**src/design/srfr_pkg.sv**
```systemverilog
// Package for the serial response frame receiver: frame layout, marker bytes,
// byte positions and result packing.
// No dependencies.
package srfr_pkg;

   localparam int unsigned FRAME_BYTES = 10;
   localparam int unsigned COUNT_W     = $clog2(FRAME_BYTES + 1);
   localparam int unsigned REQ_TDATA_W = 8;
   localparam int unsigned RSP_FIELD_W = 1 + 8 + 16;
   localparam int unsigned RSP_TDATA_W = ((RSP_FIELD_W + 7) / 8) * 8;

   typedef logic [COUNT_W-1:0] count_type;

   localparam logic [7:0]  START_BYTE = 8'h7E;
   localparam logic [7:0]  END_BYTE   = 8'hEF;
   localparam logic [7:0]  VERSION_CONST = 8'hFF;
   localparam logic [7:0]  LENGTH_CONST  = 8'h06;
   localparam logic [15:0] SUM_SEED = 16'(VERSION_CONST) + 16'(LENGTH_CONST);

   localparam count_type POS_START    = count_type'(0);
   localparam count_type POS_COMMAND  = count_type'(3);
   localparam count_type POS_FEEDBACK = count_type'(4);
   localparam count_type POS_PARAM_HI = count_type'(5);
   localparam count_type POS_PARAM_LO = count_type'(6);
   localparam count_type POS_CHECK_HI = count_type'(7);
   localparam count_type POS_CHECK_LO = count_type'(8);
   localparam count_type POS_END      = count_type'(FRAME_BYTES - 1);

   localparam logic STATUS_VALID  = 1'b0;
   localparam logic STATUS_REJECT = 1'b1;

endpackage

```
**src/design/serial_response_frame_receiver_unit.sv**
```systemverilog
// Serial response frame receiver: hunts for a start byte, gathers a ten-byte
// frame and reports its command and parameter or a reject status.
// Depends on srfr_pkg.
//
//  channel | dir | tdata fields (low bit up)                          | per
//  req_    | in  | rx_byte[7:0]                                       | byte
//  rsp_    | out | frame_status[0], frame_command[8:1],               | frame
//          |     | frame_parameter[24:9], zero[31:25]                 |
//
// One byte per cycle while req_tready is high; the checksum is a running
// 16-bit sum, one add per payload byte; the end byte closes it with one add
// and compare. A result appears in the cycle after the tenth byte of a frame.
// Reset (synchronous) returns to hunting and empties the result register.
// req_tready drops only while the end byte is due and a result still waits.
module serial_response_frame_receiver_unit (
   input  logic                                 clock,
   input  logic                                 reset,
   input  logic                                 req_tvalid,
   output logic                                 req_tready,
   input  logic [srfr_pkg::REQ_TDATA_W-1:0]     req_tdata,   // rx_byte[7:0]
   output logic                                 rsp_tvalid,
   input  logic                                 rsp_tready,
   // frame_status[0], frame_command[8:1], frame_parameter[24:9], zero
   output logic [srfr_pkg::RSP_TDATA_W-1:0]     rsp_tdata
);

   srfr_pkg::count_type count_ff, count_in;
   logic [15:0] sum_ff, sum_in;
   logic [7:0]  command_ff, command_in;
   logic [7:0]  param_hi_ff, param_hi_in;
   logic [7:0]  param_lo_ff, param_lo_in;
   logic [7:0]  check_hi_ff, check_hi_in;
   logic [7:0]  check_lo_ff, check_lo_in;
   logic        rsp_valid_ff, rsp_valid_in;
   logic        status_ff, status_in;
   logic [7:0]  rsp_command_ff, rsp_command_in;
   logic [15:0] rsp_param_ff, rsp_param_in;
   logic        req_fire;
   logic        emit;
   logic        frame_ok;
   logic [7:0]  rx_byte;
   logic [15:0] check_total;

   assign rx_byte     = req_tdata[7:0];
   assign req_tready  = !(count_ff == srfr_pkg::POS_END && rsp_valid_ff && !rsp_tready);
   assign req_fire    = req_tvalid && req_tready;
   assign check_total = sum_ff + {check_hi_ff, check_lo_ff};
   assign frame_ok    = (rx_byte == srfr_pkg::END_BYTE) && (check_total == 16'h0000);

   always_comb begin
      count_in    = count_ff;
      sum_in      = sum_ff;
      command_in  = command_ff;
      param_hi_in = param_hi_ff;
      param_lo_in = param_lo_ff;
      check_hi_in = check_hi_ff;
      check_lo_in = check_lo_ff;
      emit        = 1'b0;
      if (req_fire) begin
         if (count_ff == srfr_pkg::POS_START || count_ff > srfr_pkg::POS_END) begin
            // hunt: drop everything but the start byte
            sum_in   = srfr_pkg::SUM_SEED;
            count_in = (rx_byte == srfr_pkg::START_BYTE) ?
                       srfr_pkg::count_type'(1) : srfr_pkg::POS_START;
         end else begin
            count_in = srfr_pkg::count_type'(count_ff + 1'b1);
            case (count_ff)
               srfr_pkg::POS_COMMAND: begin
                  command_in = rx_byte;
                  sum_in     = sum_ff + {8'h00, rx_byte};
               end
               srfr_pkg::POS_FEEDBACK: begin
                  sum_in = sum_ff + {15'd0, (rx_byte != 8'h00)};
               end
               srfr_pkg::POS_PARAM_HI: begin
                  param_hi_in = rx_byte;
                  sum_in      = sum_ff + {8'h00, rx_byte};
               end
               srfr_pkg::POS_PARAM_LO: begin
                  param_lo_in = rx_byte;
                  sum_in      = sum_ff + {8'h00, rx_byte};
               end
               srfr_pkg::POS_CHECK_HI: begin
                  check_hi_in = rx_byte;
               end
               srfr_pkg::POS_CHECK_LO: begin
                  check_lo_in = rx_byte;
               end
               srfr_pkg::POS_END: begin
                  count_in = srfr_pkg::POS_START;
                  emit     = 1'b1;
               end
               default: begin
               end
            endcase
         end
      end
   end

   always_comb begin
      rsp_valid_in   = rsp_valid_ff && !rsp_tready;
      status_in      = status_ff;
      rsp_command_in = rsp_command_ff;
      rsp_param_in   = rsp_param_ff;
      if (emit) begin
         rsp_valid_in = 1'b1;
         if (frame_ok) begin
            status_in      = srfr_pkg::STATUS_VALID;
            rsp_command_in = command_ff;
            rsp_param_in   = {param_hi_ff, param_lo_ff};
         end else begin
            status_in      = srfr_pkg::STATUS_REJECT;
            rsp_command_in = 8'h00;
            rsp_param_in   = 16'h0000;
         end
      end
   end

   always_ff @(posedge clock) begin
      if (reset) begin
         count_ff     <= srfr_pkg::POS_START;
         rsp_valid_ff <= 1'b0;
      end else begin
         count_ff     <= count_in;
         rsp_valid_ff <= rsp_valid_in;
      end
   end

   always_ff @(posedge clock) begin
      sum_ff         <= sum_in;
      command_ff     <= command_in;
      param_hi_ff    <= param_hi_in;
      param_lo_ff    <= param_lo_in;
      check_hi_ff    <= check_hi_in;
      check_lo_ff    <= check_lo_in;
      status_ff      <= status_in;
      rsp_command_ff <= rsp_command_in;
      rsp_param_ff   <= rsp_param_in;
   end

   assign rsp_tvalid = rsp_valid_ff;
   assign rsp_tdata  = srfr_pkg::RSP_TDATA_W'({rsp_param_ff, rsp_command_ff, status_ff});

endmodule

```
**config.mk**
```make
export PLATFORM = sky130hd
export DESIGN_NAME = serial_response_frame_receiver_unit
export DESIGN_NICKNAME = d
export VERILOG_FILES = /design/src/design/srfr_pkg.sv /design/src/design/serial_response_frame_receiver_unit.sv
export SDC_FILE = /design/constraint.sdc
export NUM_CORES = 1
export LEC_CHECK = 0
export ABC_AREA = 1
export BUFFER_PORTS_ARGS = -buffer_cell sky130_fd_sc_hd__buf_4
export CAP_MARGIN = 20
export CORE_MARGIN = 8
export CORE_UTILIZATION = 35
export DETAILED_ROUTE_END_ITERATION = 10
export HOLD_SLACK_MARGIN = 0.15
export SKIP_LAST_GASP = 1
export SLEW_MARGIN = 30
export SYNTH_ARGS = -nofsm -noshare
export SYNTH_HDL_FRONTEND = slang
export SYNTH_SLANG_ARGS = --single-unit
```
**constraint.sdc**
```tcl
create_clock -name clock -period 4.65 [get_ports clock]
set_clock_uncertainty 0.1 [all_clocks]
set_input_delay 0.2325 -clock clock [delete_from_list [all_inputs] [get_ports clock]]
set_output_delay 0.2325 -clock clock [all_outputs]
set_load 0.02 [all_outputs]
```
==> Word level (Yosys, flattened, before mapping) <==
Cells that the tools add are included.
{ "totals": {"register_bits": 86, "out_inout_bits": 34} }
{ "op_classes": {"addsub": 4, "n_lt_le_gt_ge": 1, "eq_ne": 9, "n_mux": 9, "bitwise": 1, "n_reduce_logical": 19} }
{ "ops": {"columns": ["op", "n"], "rows": [
  ["16-bit one-hot mux with 2 select lines", 1],
  ["16-bit by 1-bit adder with 16-bit output", 1],
  ["16-bit adder", 1],
  ["16-bit by 8-bit adder with 16-bit output", 1],
  ["4-bit by 3-bit equality test with 1-bit output, second input constant", 4],
  ["16-bit zero test", 1],
  ["3-bit AND reduction", 5],
  ["4-bit equality test, second input constant", 2],
  ["8-bit by 7-bit equality test with 1-bit output, second input constant", 1],
  ["8-bit equality test, second input constant", 1],
  ["4-bit 2-to-1 mux", 2],
  ["8-bit nonzero test", 1],
  ["1-bit 2-to-1 mux", 6],
  ["1-bit logical AND", 5],
  ["4-bit by 1-bit adder with 4-bit output, second input constant", 1],
  ["4-bit by 2-bit equality test with 1-bit output, second input constant", 1],
  ["4-bit > comparator, second input constant", 1],
  ["4-bit zero test", 1],
  ["3-bit nonzero test", 1],
  ["3-bit OR reduction", 1],
  ["1-bit zero test", 2],
  ["2-bit AND reduction", 1],
  ["1-bit logical OR", 1],
  ["1-bit NOT", 1]
]} }

==> Depth between registers and ports, before layout <==
Gate-level depths: netlist (run 1).
{ "logic_depth": {"word_depth": 7, "ltp_mapped": 19, "mapped_depth_nobuf": 19} }

==> Least setup slack after synthesis (run 1) <==
Ideal clock, no wire load.
{ "synth_path": {"path_type": "register -> register", "from": "register count_ff[3]", "to": "register sum_ff[12], data pin", "arrival_time_ps": 2576, "required_ps": 4296, "path_slack_ps": 1720, "stages_incl_launch_ff": 17, "path_buffers": 0, "cell_sequence": "dfxtp_1 nor2_1 inv_1 nor2_1 nor3_1 inv_1 o21bai_1 ha_1 inv_1 fa_1 o21ai_0 nand4_1 nand2_1 nand2_1 nor2_1 a21oi_1 o21a_1"} }
{ "synth_between": {"elab_chain_cells": 3, "word_cells_on_any_way": 9, "cone_classes": "order compare (1); eq/ne (4); mux (1); reduce/logical (3)"} }
{ "synth_lines": {"columns": ["item", "line_no", "rtl"], "rows": [
  ["start: declaration", "serial_response_frame_receiver_unit.sv:27", "srfr_pkg::count_type count_ff, count_in;"],
  ["start signal: assignment", "serial_response_frame_receiver_unit.sv:121", "count_ff <= srfr_pkg::POS_START;"],
  ["start signal: assignment", "serial_response_frame_receiver_unit.sv:124", "count_ff <= count_in;"],
  ["4-bit by 3-bit equality test with 1-bit output / 4-bit by 2-bit equality test with 1-bit output (equally long branches)", "serial_response_frame_receiver_unit.sv:67", "case (count_ff)"],
  ["3-bit OR reduction (no source line)", null, null],
  ["16-bit one-hot mux with 2 select lines", "serial_response_frame_receiver_unit.sv:67", null],
  ["end signal: assignment", "serial_response_frame_receiver_unit.sv:130", "sum_ff <= sum_in;"],
  ["end: declaration", "serial_response_frame_receiver_unit.sv:28", "logic [15:0] sum_ff, sum_in;"]
]} }
Parallel ways exist; a longest one is shown, timed or not.
A chain may end at the register's enable or synchronous reset.

==> Final worst setup path (run 1) <==
{ "layout_path": {"from": "register count_ff[3]", "to": "register sum_ff[14], data pin"} }
The elaborated chain is that of the path after synthesis.

==> results.yml, run 1 <==
outcome:
  status: "completed"
drt:
  routed_via_density: 4.59
  ant_nets: 0
  dr_wl_met3_um: 363
  dr.max_layer_used: "met4"
  drt_iter0_drc: 235
  wire_per_inst_um: 13.4
  routed-via-count: 3478
  dr_wl_met2_um: 5100
  drtPass1Iterations: 4
  drc: 0
  m1WireLength_um: 4570
  routed_wl_um: 10200
worst_setup_path:
  cp.arrival_ps: 3400
  r2r-end: "sum_ff[14]"
  rr_startpoint: "count_ff[3]"
  r2r_setup_slack_ps: 1340
  cp-end-kind: "flip-flop"
  required_ps: 4740
  crit_fanout: 8
  worstRegToRegCells: 16
  startpoint_type: "flip-flop"
  crit_family: "simple AND/OR/NAND/NOR gates"
  crit_type: "flip-flop to flip-flop"
  path_common_cell: "inv_1"
  crit_chain: "nor2_1 -> inv_1 -> nor2_1 -> nor3_1 -> inv_1 -> o21bai_1 -> ha_1 -> inv_1 -> fa_1 -> o21ai_0 -> nand4_1 -> nand2_1 -> nand2_1 -> nor3_1 -> o21ai_0 -> a21oi_1"
  cpMaxStageDelayCell: "dfxtp_1"
  cpPeakStageDelay_ps: 430
  crit_buf_inv: 3
sta:
  period_minus_slack_ps: 3310
  rsz0062_at_grt: "no"
  fmax_ghz: 0.302
  finalSetupViolCount: 0
  relSlewSlack_pct: 40.0
  fin_crit_sh_pct: 71.1
  slew_violations: 0
  hold_viol_final: 0
  finalSetupTns_ps: 0
  tightest_slew_ps: 894
cts:
  path_clk_slew_ps: 60
  root_buffer: "clkbuf_16"
  clock_sinks: 86
  cts_buffer_depth: 2
  cts_buffers: 9
  tritoncts: "yes"
  ctsHtreeMaxLevel: 3
  insertion_delay_ps: 330
yosys:
  ys_ff_latch: 86
  synth_edf_count: 81
  synthCells: 519
  synthesis.area_um2: 4790
  synth_warnings: 0
  syn_avg_cell_area_um2: 9.24
  synthArstFlopShare_pct: 0
  ys_seq_area_share_pct: 52.8
  ys.flop_type: "edfxtp_1"
  synth.distinct_cells: 36
die:
  coreArea_um2: 13300
  rows: 42
  die_y_um: 133
  fp.dieW_um: 133
  die_area_um2: 17700
  top_level_ports: 46
  initial_core_util_pct: 36.1
global_route:
  overflow: 0
  grt_use_total_pct: 11.8
  grt_first_pass_wirelength_um: 16800
  grt_pass1_vias: 3438
  grt_max_degree: 27
  antenna_found_initial: 0
finish:
  finalNonFillerCells: 758
  diodes: 0
  drive_gt1_share_pct: 16.3
  area_delta_synth_final_pct: 18.1
  nNetsFinal: 614
placed_design:
  place_congestion: 0.855
  hpwl_um: 7670
  dp.cells: 731
  io_buffers: 38
hold_path:
  hold_depth: 5
  hp-class: "input port to flip-flop"
  hold-path-endpoint: "count_ff[1]"
  min_from: "rsp_tready"
power:
  power.density_nw_per_um2: 321
  p_leak_uw: 0.00260
  ir_drop_mv: 0.158
  finalPower_uw: 1820
job:
  cap_violations: 0
## worst reg2reg max path, cell delays in order, from the launching register on
cell and delay (ps):
dfxtp_1 430, nor2_1 110, inv_1 100, nor2_1 50, nor3_1 220, inv_1 170, o21bai_1 170, ha_1 190
inv_1 60, fa_1 390, o21ai_0 360, nand4_1 130, nand2_1 120, nand2_1 110, nor3_1 210, o21ai_0 120
a21oi_1 120
## registers in the layout (all words and copies together) (netlist names)
signal          cells
count_ff            4
param_hi_ff         8
check_lo_ff         8
param_lo_ff         8
check_hi_ff         8
rsp_param_ff       16
command_ff          8
status_ff           1
rsp_tvalid          1
sum_ff             16
rsp_command_ff      8
## layer usage
metal / vias up / track usage, %
li1: 1795 / -
met1: 1621 / 14.5
met2: 53 / 19.9
met3: 9 / 2.46
met4: 0 / 3.97
met5: - / 0
## repair_timing
action	4_1_cts	5_1_grt
setup buffers	0	0
hold endpoints to repair	45	0
gates resized for setup	0	0
setup endpoints to repair	0	0
hold buffers	11	0
## cells in the final DEF (no fill, tap or decap), types with 16 or more instances in the layout
cell,n
edfxtp_1,81
inv_1,95
buf_4,42
nand3_1,19
a21oi_1,30
nor2_2,23
o21ai_0,16
nand2_1,108
ha_1,23
nor2_1,47
## synth_stat cells, types with 3 or more instances
library cell | number | area share, %
inv_1 | 96 | 7.5
nor3_1 | 8 | 0.84
buf_6 | 3 | 0.70
xor2_1 | 5 | 0.91
nand3_2 | 3 | 0.63
o21bai_1 | 4 | 0.63
o21a_1 | 3 | 0.47
nand4_1 | 6 | 0.78
xnor2_1 | 4 | 0.73
nand3_1 | 19 | 2.0
nand2_2 | 4 | 0.52
edfxtp_1 | 81 | 51
nand2_1 | 108 | 8.5
a21oi_1 | 30 | 3.1
buf_4 | 8 | 1.3
nor2_1 | 47 | 3.7
o21ai_0 | 16 | 1.7
dfxtp_1 | 5 | 2.1
ha_1 | 23 | 6.0
nor4_1 | 4 | 0.52
nor2_2 | 23 | 3.0
## kinds of logic after synthesis
family                   Yosys count  synth area share (%)
AO/OA/AOI/OAI                     61                  7.36
XOR/XNOR                           9                  1.64
adder cells (fa/ha/maj)           25                  6.84
buffers and inverters            108                  9.55
flip-flops                        86                  52.8
other                              1                0.0782
AND/OR/NAND/NOR                  229                  21.7
## through the flow
step           hold slack (ps)  cell area (um^2)  worst slack (ps)  util [%]
2_1_floorplan              205              4820              1720         -
3_3_place_gp               323              5260              1490      39.5
3_5_place_dp               329              5260              1380      39.5
4_1_cts                    422              5660              1350      42.6
5_1_grt                    474              5660              1000      42.6
6_report                   418              5660              1340      42.6
## cell type report
type	instances	area, um^2
fill	1268	7630
sequential	86	2530
multi-input combinational	331	1830
timing repair buffer	53	425
inverter	96	360
clock buffer	10	229
tap	176	220
clock inverter	6	68.8
## report_power, final
group / leakage [uW] / internal, uW / switching, uW
sequential: 0.000842 / 863 / 17.5
clock: 0.000144 / 421 / 293
combinational: 0.00161 / 81.1 / 144
total: 0.00260 / 1370 / 455
## how the worst max path moves through the flow
stage / cells after the start / slack (ps) / to / start
finish: 16 / 1340 / sum_ff[14] / count_ff[3]
global route: 16 / 1000 / sum_ff[14] / count_ff[3]
CTS: 16 / 1350 / sum_ff[14] / count_ff[3]
detailed placement: 16 / 1380 / sum_ff[14] / count_ff[3]
global placement: 16 / 1490 / sum_ff[12] / count_ff[3]
floorplan: 16 / 1720 / sum_ff[12] / count_ff[3]
No activity file was read; power rests on OpenSTA's default activity.
==> run 2: changes to the inputs <==
==> constraint.sdc (replaced) <==
create_clock -name clock -period 3.37 [get_ports clock]
set_clock_uncertainty 0.1 [all_clocks]
set_input_delay 0.1685 -clock clock [delete_from_list [all_inputs] [get_ports clock]]
set_output_delay 0.1685 -clock clock [all_outputs]
set_load 0.02 [all_outputs]
==> run 2 against run 1 <==
  * Total power up 36%
  * Final area grew 0.24%
  * Global-route usage is 0.33 points lower
  * Cell count up 0.40%
  * Critical endpoint is now sum_ff[12]
==> results.yml, run 2 (synthesis gave the netlist of run 1 again) <==
sta:
  finalSetupTns_ps: 0
  slew_violations: 0
  relSlewSlack_pct: 50.8
  rsz0062_at_grt: "no"
  tightest_slew_ps: 736
  finalSetupViolCount: 0
  fin_crit_sh_pct: 94.2
  period_minus_slack_ps: 3170
  fmax_ghz: 0.315
  hold_viol_final: 0
global_route:
  grt_first_pass_wirelength_um: 16100
  grt_pass1_vias: 3295
  antenna_found_initial: 0
  grt_use_total_pct: 11.4
  grt_max_degree: 27
  overflow: 0
placed_design:
  io_buffers: 38
  dp.cells: 734
  hpwl_um: 7650
  place_congestion: 0.867
drt:
  m1WireLength_um: 4590
  drtPass1Iterations: 5
  ant_nets: 0
  wire_per_inst_um: 13.4
  drc: 0
  drt_iter0_drc: 317
  routed_wl_um: 10200
  dr_wl_met2_um: 5040
  dr.max_layer_used: "met4"
  routed-via-count: 3531
  dr_wl_met3_um: 368
  routed_via_density: 4.64
worst_setup_path:
  startpoint_type: "flip-flop"
  r2r-end: "sum_ff[12]"
  r2r_setup_slack_ps: 200
  cp.arrival_ps: 3180
  crit_type: "flip-flop to flip-flop"
  crit_fanout: 8
  rr_startpoint: "count_ff[3]"
  required_ps: 3370
  cp-end-kind: "flip-flop"
  worstRegToRegCells: 16
finish:
  nFillCells: 1304
  layout_common_cells: "nand2_1, inv_1, edfxtp_1"
  area_delta_synth_final_pct: 18.4
  multiInputGateArea_um2: 1830
  regArea_um2: 2530
  finalNonFillerCells: 761
  final_common_cell: "nand2_1"
  reg_top3: "rsp_param_ff: 16 flops, sum_ff: 16 flops"
  diodes: 0
  drive_gt1_share_pct: 16.9
  nNetsFinal: 617
cts:
  insertion_delay_ps: 340
  postCtsSetupBuffers: 0
  clock_sinks: 86
  tritoncts: "yes"
  path_clk_slew_ps: 70
  cts_buffers: 9
  root_buffer: "clkbuf_16"
  cts_buffer_depth: 2
  ctsHtreeMaxLevel: 3
power:
  p_clk_share_pct: 38.3
  switchingPower_uw: 655
  p_leak_uw: 0.00261
  p_int_uw: 1820
  power_switching_share_pct: 26.5
  ir_drop_mv: 0.244
  power_frac_comb_pct: 12.6
  p_seq_share_pct: 49.1
  power.density_nw_per_um2: 436
die:
  fp.dieW_um: 133
  rows: 42
  coreArea_um2: 13300
  die_y_um: 133
  die_area_um2: 17700
  initial_core_util_pct: 36.1
  top_level_ports: 46
job:
  cap_violations: 0
hold_path:
  hold_depth: 5
  hp-class: "input port to flip-flop"
  min_from: "rsp_tready"
  hold-path-endpoint: "count_ff[1]"
outcome:
  status: "completed"
-- run 2: changes by cell type in the layout (fill, tap and decap cells not counted), sizes merged --
cell      delta
buf          +3
clkbuf       -1
clkinvlp     +1
inv          +2
bufinv       -1
clkinv       -1
-- run 2: per-layer routing --
layer | global-route usage (%) | up-vias
met5 | 0 | -
met4 | 4.04 | 0
met3 | 2.42 | 13
met2 | 20.0 | 78
met1 | 13.5 | 1630
li1 | - | 1810
-- run 2: worst max-delay path by stage --
| stage | startpoint | endpoint | slack (ps) | cells past startpoint |
|---|---|---|---|---|
| 2_1_floorplan | count_ff[3] | sum_ff[12] | 440 | 16 |
| 3_3_place_gp | count_ff[3] | sum_ff[12] | 350 | 16 |
| 3_5_place_dp | count_ff[3] | sum_ff[12] | 180 | 16 |
| 4_1_cts | count_ff[3] | sum_ff[12] | 180 | 16 |
| 5_1_grt | count_ff[3] | sum_ff[12] | 20 | 16 |
| 6_report | count_ff[3] | sum_ff[12] | 200 | 16 |
-- run 2: area by class of cell --
class                           count  share of cell area (%)
Multi-Input combinational cell    331                    32.2
Clock inverter                      7                    1.12
Inverter                           96                    6.35
Clock buffer                        9                    3.97
Sequential cell                    86                    44.6
Timing Repair Buffer               56                    7.89
Tap cell                          176                    3.88
-- run 2: critical path, cell delays in order, from the launching register on --
cell and delay (ps):
dfxtp_1 450, nor2_1 110, inv_1 110, nor2_1 60, nor3_1 230, inv_1 170
o21bai_1 160, ha_1 180, inv_1 60, fa_1 400, o21ai_1 200, nand4_1 100
nand2_1 120, nand2_1 120, nor2_1 170, a21oi_1 100, o21a_1 110
-- run 2: through the flow --
| step | power (uW) | setup WS, ps | hold slack, ps | utilization (%) | cell area, um^2 |
|---|---|---|---|---|---|
| after detailed placement | 1540 | 182 | 255 | 39.7 | 5280 |
| after CTS | 2490 | 178 | 368 | 42.7 | 5680 |
| after floorplan | 1450 | 440 | 141 | - | 4820 |
| after global placement | 1530 | 352 | 258 | 39.7 | 5280 |
| final | 2470 | 197 | 387 | 42.7 | 5680 |
| after global routing | 2570 | 16.1 | 431 | 42.7 | 5680 |
-- run 2: power by group through the flow --
stage | Clock, uW | Combinational [uW] | Sequential [uW]
after global routing | 1000 | 353 | 1220
after detailed placement | 0 | 300 | 1240
after floorplan | 0 | 226 | 1230
after global placement | 0 | 293 | 1240
final | 948 | 311 | 1220
after CTS | 965 | 311 | 1210
-- run 2: timing repair --
item,CTS,global route
hold endpoints to repair,45,0
gates resized for setup,0,1
endpoints found under the setup margin,0,2
hold buffers,11,0
==> run 3: changes to the inputs <==
--- a/config.mk
+++ b/config.mk
@@ -5,7 +5,6 @@
 export SDC_FILE = /design/constraint.sdc
 export NUM_CORES = 1
 export LEC_CHECK = 0
-export ABC_AREA = 1
 export BUFFER_PORTS_ARGS = -buffer_cell sky130_fd_sc_hd__buf_4
 export CAP_MARGIN = 20
 export CORE_MARGIN = 8
==> run 3 against run 2 <==
  * Critical path type unchanged
  * Utilization is 1.1 points higher
  * Final area shrank 3.4%
  * Clock power rose by 9.7%
  * Wire length fell by 3.1%
  * Maximum frequency down 1.7%
  * Largest cell class unchanged
  * Cell count fell by 19%
==> results.yml, run 3 <==
worst_setup_path:
  crit_fanout: 25
  cpMaxStageDelayCell: "fa_1"
  crit_buf_inv: 1
  crit_family: "compound AO/OA/AOI/OAI gates"
  cpPeakStageDelay_ps: 440
  startpoint_type: "flip-flop"
  crit_chain: "ha_1 -> fa_1 -> a21o_1 -> a221oi_4 -> o221ai_2 -> a211o_1 -> a32o_1 -> nor4_4 -> buf_12 -> and3_2"
  cp-end-kind: "flip-flop"
  cp.arrival_ps: 3350
  crit_type: "flip-flop to flip-flop"
  required_ps: 3490
cts:
  clock_sinks: 86
  cts_buffer_depth: 2
  ctsHtreeMaxLevel: 3
  cts_buffers: 9
  postCtsSetupBuffers: 0
  tritoncts: "yes"
  path_clk_slew_ps: 70
  root_buffer: "clkbuf_16"
  insertion_delay_ps: 340
drt:
  routed_via_density: 5.06
  drc: 0
  drt_iter0_drc: 205
  drtPass1Iterations: 4
  ant_nets: 0
  routed_wl_um: 9850
  wire_per_inst_um: 16.0
  routed-via-count: 3119
yosys:
  synthesis.area_um2: 4450
  synthTopCellsByCount: "edfxtp_1, and3_1, ha_1"
  synthAdderAreaFrac_pct: 7.36
  synth_edf_count: 81
  synth_warnings: 0
  ys.flop_type: "edfxtp_1"
  synth-simple-area-share_pct: 15.1
  ys_seq_area_share_pct: 56.9
  ys_ff_latch: 86
  synth_top_family_by_area: "simple AND/OR/NAND/NOR gates"
  synth-compound-area-share_pct: 12.5
  ys_top_cells_by_area: "edfxtp_1, ha_1, and3_1"
  synthCells: 372
  muxShareOfSynthArea_pct: 0.450
  synth.distinct_cells: 56
  synth_xor_area_share_pct: 3.34
  synth_top_area_share_pct: 54.6
  yosys.area.top_type: "edfxtp_1"
  syn_avg_cell_area_um2: 12.0
  synth.most_common_cell: "edfxtp_1"
  synthArstFlopShare_pct: 0
die:
  die_area_um2: 16600
  top_level_ports: 46
  die_y_um: 129
  rows: 41
  fp.dieW_um: 129
  coreArea_um2: 12500
  initial_core_util_pct: 35.6
global_route:
  grt_pass1_vias: 3129
  grt_max_degree: 27
  met1_usage_pct: 14.8
  grt_use_total_pct: 12.3
  use_met2_pct: 20.2
  grt_util_met3_pct: 3.68
  busiest_layer: "met2"
  overflow: 0
  grt_first_pass_wirelength_um: 15800
  antenna_found_initial: 0
power:
  p_leak_uw: 0.00208
  finalPower_uw: 2460
  power.density_nw_per_um2: 449
  ir_drop_mv: 0.228
finish:
  layout_common_cells: "edfxtp_1, buf_4, and3_1"
  area_delta_synth_final_pct: 23.2
  post-route-cell-area_um2: 5480
  drive_gt1_share_pct: 21.1
  reg_top3: "rsp_param_ff: 16 flops, sum_ff: 16 flops"
  final_common_cell: "edfxtp_1"
  diodes: 0
  nNetsFinal: 477
job:
  cap_violations: 0
placed_design:
  place_congestion: 0.870
  io_buffers: 38
  place_area_um2: 5030
  hpwl_um: 7100
sta:
  hold_slack_ps: 438
  hold_viol_final: 0
  relSlewSlack_pct: 41.8
  rsz0062_at_grt: "no"
  finalSetupTns_ps: 0
  fin_crit_sh_pct: 95.8
  period_minus_slack_ps: 3230
  finalSetupViolCount: 0
  slew_violations: 0
  tightest_slew_ps: 870
  fmax_ghz: 0.310
outcome:
  status: "completed"
hold_path:
  hp-class: "flip-flop to flip-flop"
==> run 3: cell types whose count changed after synthesis, sizes merged, moves of 8 or more <==
cell | before | now
nand2 | 112 | 18
and3 | 0 | 31
clkbuf | 1 | 9
a21oi | 33 | 22
inv | 96 | 17
nand3 | 22 | 9
nor2 | 71 | 21
==> run 3: cell families (layout without fill, tap and decap cells) <==
logic type               Yosys count  after routing
AO/OA/AOI/OAI                     84             84
XOR/XNOR                          17             17
adder cells (fa/ha/maj)           25             25
flip-flops                        86             86
other                              1              7
multiplexers                       2              2
AND/OR/NAND/NOR                  120            120
buffers and inverters             37            104
==> run 3: layout make-up <==
cell class | count | area, um^2
Fill cell | 1187 | 7030
Clock inverter | 7 | 87.6
Multi-Input combinational cell | 255 | 1780
Sequential cell | 86 | 2530
Inverter | 17 | 63.8
Tap cell | 172 | 215
Clock buffer | 9 | 225
Timing Repair Buffer | 71 | 576
==> run 3: layer usage <==
metal / up-vias / part of all wire [%]
met4: 0 / 1.7
met5: - / 0
met2: 71 / 50
li1: 1537 / -
met1: 1496 / 43
met3: 15 / 5.2
==> run 3: final timing paths <==
kind | start | endpoint | slack (ps) | cells past startpoint
min reg2reg | param_lo_ff[5] | rsp_param_ff[5] | 440 | 1
max | sum_ff[0] | rsp_param_ff[3] | 140 | 10
max reg2reg | sum_ff[0] | rsp_param_ff[3] | 140 | 10
min | param_lo_ff[5] | rsp_param_ff[5] | 440 | 1
==> run 3: timing repair <==
item                                   4_1_cts  5_1_grt
resized for setup                            0        7
hold buffers                                12        0
setup endpoints to repair                    0       32
endpoints found under the hold margin       45        0
==> run 3: worst reg2reg max path, cell delays in order, from the launching register on <==
cell and delay (ps):
edfxtp_1 400, ha_1 250, fa_1 440, a21o_1 220
a221oi_4 300, o221ai_2 140, a211o_1 300, a32o_1 240
nor4_4 330, buf_12 200, and3_2 190
==> run 3: report_power, final <==
group | leakage (uW) | switching, uW | internal [uW] | total [uW]
Clock | 0.000148 | 450 | 593 | 1040
Combinational | 0.00120 | 136 | 90.7 | 227
Sequential | 0.000732 | 14.1 | 1180 | 1190
Total | 0.00208 | 600 | 1860 | 2460
==> run 3: per-stage QoR <==
stage               utilization (%)  instances  setup slack [ps]
finish                         43.8        617               140
global route                   43.8        617              4.60
CTS                            43.6        617              48.2
detailed placement             40.2        589               119
global placement               40.2        589               168
floorplan                         -        378               249
